$ cat config.mk
export PLATFORM = sky130hd
export DESIGN_NAME = dshqp_ram
export DESIGN_NICKNAME = d
export VERILOG_FILES = /design/src/rtl/dshqp_ram.sv
export SDC_FILE = /design/constraint.sdc
export NUM_CORES = 1
export LEC_CHECK = 0
export BUFFER_PORTS_ARGS = -buffer_cell sky130_fd_sc_hd__buf_2
export CAP_MARGIN = 10
export CORE_MARGIN = 2
export CORE_UTILIZATION = 65
export CTS_BUF_LIST = sky130_fd_sc_hd__clkbuf_8
export DETAILED_ROUTE_END_ITERATION = 8
export PLACE_DENSITY_LB_ADDON = 0.2
export SETUP_SLACK_MARGIN = 0.2
export SKIP_LAST_GASP = 1
export SLEW_MARGIN = 10
export SYNTH_ARGS = -nofsm -noshare
export SYNTH_HDL_FRONTEND = slang
export SYNTH_SLANG_ARGS = --single-unit
$ cat constraint.sdc
create_clock -name clk -period 3.75 [get_ports clk]
set_input_delay 0.5625 -clock clk [delete_from_list [all_inputs] [get_ports clk]]
set_output_delay 0.5625 -clock clk [all_outputs]
set_load 0.02 [all_outputs]
$ cat src/rtl/dshqp_ram.sv
`timescale 1ns / 1ps
// ----------------------------------------------------------------------------
// dshqp_ram
// Generic simple dual-port RAM: one write port, one read port, registered
// read data.
// ----------------------------------------------------------------------------
module dshqp_ram #(
  parameter int WIDTH = 8,
  parameter int DEPTH = 128
) (
  input  logic                     clk,
  input  logic                     we,
  input  logic [$clog2(DEPTH)-1:0] waddr,
  input  logic [WIDTH-1:0]         wdata,
  input  logic [$clog2(DEPTH)-1:0] raddr,
  output logic [WIDTH-1:0]         rdata
);

  logic [WIDTH-1:0] mem [DEPTH];

  always_ff @(posedge clk) begin
    if (we) begin
      mem[waddr] <= wdata;
    end
    rdata <= mem[raddr];
  end

endmodule

Word-level counts from Yosys, hierarchy flattened. Memory sizes are Yosys's and may differ from the RTL's. A register that Yosys moved wholly into a read port is not among the register bits. Index checks and enable logic that the tools add are counted.

Memories: 1. Logic and storage cells: 3. Output and inout port bits: 8. Bits in read-only memories: 0. Bits in latches: 0. Register bits: 0. RAM bits: 1024.

Memories: mem (words 128, bits a word 8, read ports 1, clocked after memory_dff 1, write ports 1, RTL line 19) `logic [WIDTH-1:0] mem [DEPTH];`.

Multipliers: 0. Order comparisons: 0. Mux-type cells: 2. Reductions and logical operators: 0. Bitwise gates (word level): 0. Shifts and indexed selects: 0. Divide/modulo/power cells: 0. Equal/unequal tests: 0. $add $sub $neg: 0.

Operator list (number): 2-to-1 mux 1 bit (2).

Longest topological paths before layout.
Depth in word-level cells: 2. Mapped depth: 7. Depth with buffers taken out: 4.

Least setup slack after synthesis. OpenSTA, ideal clock, no wires.

Path type: input -> register. Start point: input port raddr[0]. End point: register rdata[0] (read register of mem). Setup slack: 0.683 ns. Data arrival time: 2.946 ns. Library setup time: 0.121 ns. Stages on the path: 6. Data required time: 3.629 ns. Path through: clkbuf_1 > buf_1 > mux4_2 > mux4_2 > mux4_2 > mux2_2.

RTL lines: from (decl) (RTL line 15) `input logic [$clog2(DEPTH)-1:0] raddr,`; to (decl) (RTL line 16) `output logic [WIDTH-1:0] rdata`.

==> metrics.md <==
| Metric | Value |
|---|---|
| Status | `completed` |
| Post-detailed-routing wire length | `86500 um` |
| Critical path's slowest cell | `mux4_2` |
| Detailed Place HPWL | `52200 um` |
| Clock latency reported for the late side of the worst-skew pair | `820 ps` |
| Horizontal extent of the die | `251 um` |
| Post-CTS repair timing setup buffer count | `0` |
| Hold buffer count at CTS | `0` |
| Top achievable clock speed | `0.386 GHz` |
| Footprint of the multi-input gates | `0.00835 mm^2` |
| Worst IR drop on VDD | `431 uV` |
| Total global-route track usage | `0.286` |
| Syn_nets | `1659` |
| Logic gate share of total power | `0.054` |
| FFs w/ async S/R, synth | `0` |
| Max cap viols | `0` |
| Total number of yosys warnings | `0` |
| Kind of start point of the critical path | `input port` |
| Number of unique standard cell types used by synthesis | `17` |
| Number of fillers in the final layout | `3245` |
| Net switching fraction of the power | `0.218` |
| Most common cell type on the critical path | `mux4_2` |
| I/O pin total | `32` |
| Std-Cell Core Area | `0.0604 mm^2` |
| Syn-to-layout area delta | `12.1%` |
| Power Internal | `17.4 mW` |
| Register Area | `0.0309 mm^2` |
| Clock transition at the register clock pins on the worst setup and hold paths after CTS | `60 ps` |
| Bufs and invs on worst path | `3` |
| Clock sink count | `1032` |
| Arrival @ worst endpoint | `3290 ps` |
| Total leakage power | `14.1 nW` |
| Y dimension of the die | `251 um` |
| Worst-path cell chain | `buf_8 -> buf_12 -> buf_12 -> mux4_2 -> mux4_2 -> mux4_2 -> mux2_2` |
| Pins Over Slew Limit | `0` |
| Top-area cell type share of the netlist area | `0.775` |
| Ratio of final minimum period to clock period | `0.691` |
| Largest stage delay on the critical path | `580 ps` |
| First drt pass iteration count | `6` |
| Critical path peak fanout | `22` |
| Final weighted congestion of routability-driven global placement | `0.820` |
| Max clock buf depth | `3` |
| Layout Nets | `1882` |
| RSZ-0062 raised after global routing | `false` |
| Type of the worst setup path | `input port to register` |
| IO Port Bufs | `31` |
| Global route total overflow | `0` |
| Cell at the root of the clock tree | `clkbuf_8` |
| Share of total power in the clock network | `0.372` |
| Number of vias per cell after detailed routing | `6.69` |
| Synth Cell Area | `0.0397 mm^2` |
| Number of instances in the synthesized netlist | `1635` |
| Effective utilization at floorplan | `0.657` |
| Final count of negative-setup-slack endpoints | `0` |
| Fin area | `0.0445 mm^2` |
| First-pass GRT wire length | `126000 um` |
| Hold violation count in the final report | `0` |
| Data required time at the worst endpoint | `4440 ps` |
| Most used DFF post-synth | `edfxtp_1` |
| Worst slew margin | `0.190` |
| First DRT Iteration DRCs | `2278` |
| Post-cts gate resize count | `0` |
| Setup TNS after final layout | `0 ps` |
| Routed length per placed instance | `31.3 um` |
| Cell with the most instances after synthesis | `edfxtp_1` |
| Worst Tran Pin Value | `1210 ps` |
| Register-to-register setup slack | `1280 ps` |
| Fin crit period | `2590 ps` |
| Row Count | `90` |
| Most frequent cells after synthesis | `1024 x edfxtp_1, 336 x mux4_2, 122 x nor2_1` |
| Total vias in the final route | `18.5k` |
| Cell type group with the largest total delay on the critical path | `multiplexers` |
| Mapped Avg Cell Area | `24.3 um^2` |
| Number of synthesized register bits | `1032` |
| Final core occ | `0.736` |
| Clock tree from TritonCTS | `yes` |
| Number of enable flip-flop cells after synthesis | `1024` |
| Post-Route Skew | `27.3 ps` |
| Switching power summed over all nets | `4.86 mW` |
| Largest net degree at the start of global routing | `114` |
| Antenna violations before repair | `17` |
| Via count of the first global-routing pass | `18.8k` |
| Placed Area | `0.0416 mm^2` |
| Seq pwr share | `0.574` |
| Ratio of cells with drive above 1 in the final layout | `0.348` |
| Total clock buffers created by CTS | `156` |
| Synth area leader | `edfxtp_1` |
| Hold WC Path Type | `input port to register` |
| Synth top area cells | `edfxtp_1 78%, mux4_2 19%, nor2_1 1.2%, clkbuf_1 0.42%, dfxtp_1 0.40%` |
| Sequential cell area fraction in the yosys report | `0.779` |
| DRC | `0` |
| Number of levels in the clock H-tree | `4` |
| Remaining antenna violation count after routing | `0` |
| Pwr per Cell Area | `501 mW/mm^2` |
| Die area | `0.0630 mm^2` |
| Critical path endpoint category | `register` |
-- cell type report --
class,instances,area share
diodes,5,0.000281
clock buffers,158,0.0489
clock inverters,115,0.0134
multi-input cells,514,0.188
flip-flops and latches,1032,0.695
well taps,782,0.0220
repair buffers,154,0.0321
-- registers in the layout, indices dropped and copies added, names as in the netlist --
register and cells:
rdata 8, mem 1024
-- placed cells by master (no fill, tap or decap), types with 3 or more instances in the layout --
cell type and n:
nor2b_1 7, edfxtp_1 1024, nor3_1 9, nand3_1 12, bufinv_16 3, inv_6 7, clkinv_2 15, buf_12 21
nand2_1 14, nor2_1 122, mux2_2 8, mux4_2 336, clkbuf_8 158, buf_2 20, nand4_1 3, dfxtp_1 8
clkinvlp_4 4, clkinv_1 32, buf_4 108, inv_1 52, diode_2 5
-- per-stage QoR --
step | total power [mW] | hold WS, ps | setup slack [ps] | instances
after global placement | 14.2 | 1020 | 334 | 2480
after floorplan | 13.7 | 661 | 683 | 1635
after detailed placement | 14.2 | 1020 | 352 | 2480
after CTS | 22.4 | 167 | 1210 | 2753
final | 22.2 | 202 | 1160 | 2760
after global routing | 22.9 | 194 | 1140 | 2758
-- kinds of logic after synthesis --
kind of cell           synth area share
buffers and inverters            0.0101
DFF                               0.779
and+or+nand+nor                  0.0176
muxes                             0.193
-- worst paths after layout --
| kind | cells past startpoint | to | startpoint |
|---|---|---|---|
| setup / recovery | 7 | rdata[2]$_DFF_P_ | raddr[0] |
| hold / removal | 2 | rdata[6]$_DFF_P_ | raddr[5] |
| setup reg to reg | 4 | rdata[2]$_DFF_P_ | mem[102][2]$_DFFE_PP_ |
| hold reg to reg | 4 | rdata[7]$_DFF_P_ | mem[62][7]$_DFFE_PP_ |
-- layer usage --
layer  part of all wire  up-vias  GRT usage
li1                   -     7496          -
met1               0.38     9675      0.408
met2               0.48     1084      0.433
met3               0.10      194     0.0828
met4              0.031       24      0.105
met5             0.0018        -          0
-- power groups by stage --
| stage | registers [mW] | clock network, mW | logic [mW] |
|---|---|---|---|
| floorplan | 13.0 | 0 | 0.644 |
| global placement | 13.0 | 0 | 1.17 |
| detailed placement | 13.0 | 0 | 1.19 |
| CTS | 12.8 | 8.40 | 1.20 |
| global route | 12.8 | 8.89 | 1.26 |
| finish | 12.8 | 8.28 | 1.20 |
(Power assumes the default switching activity.)
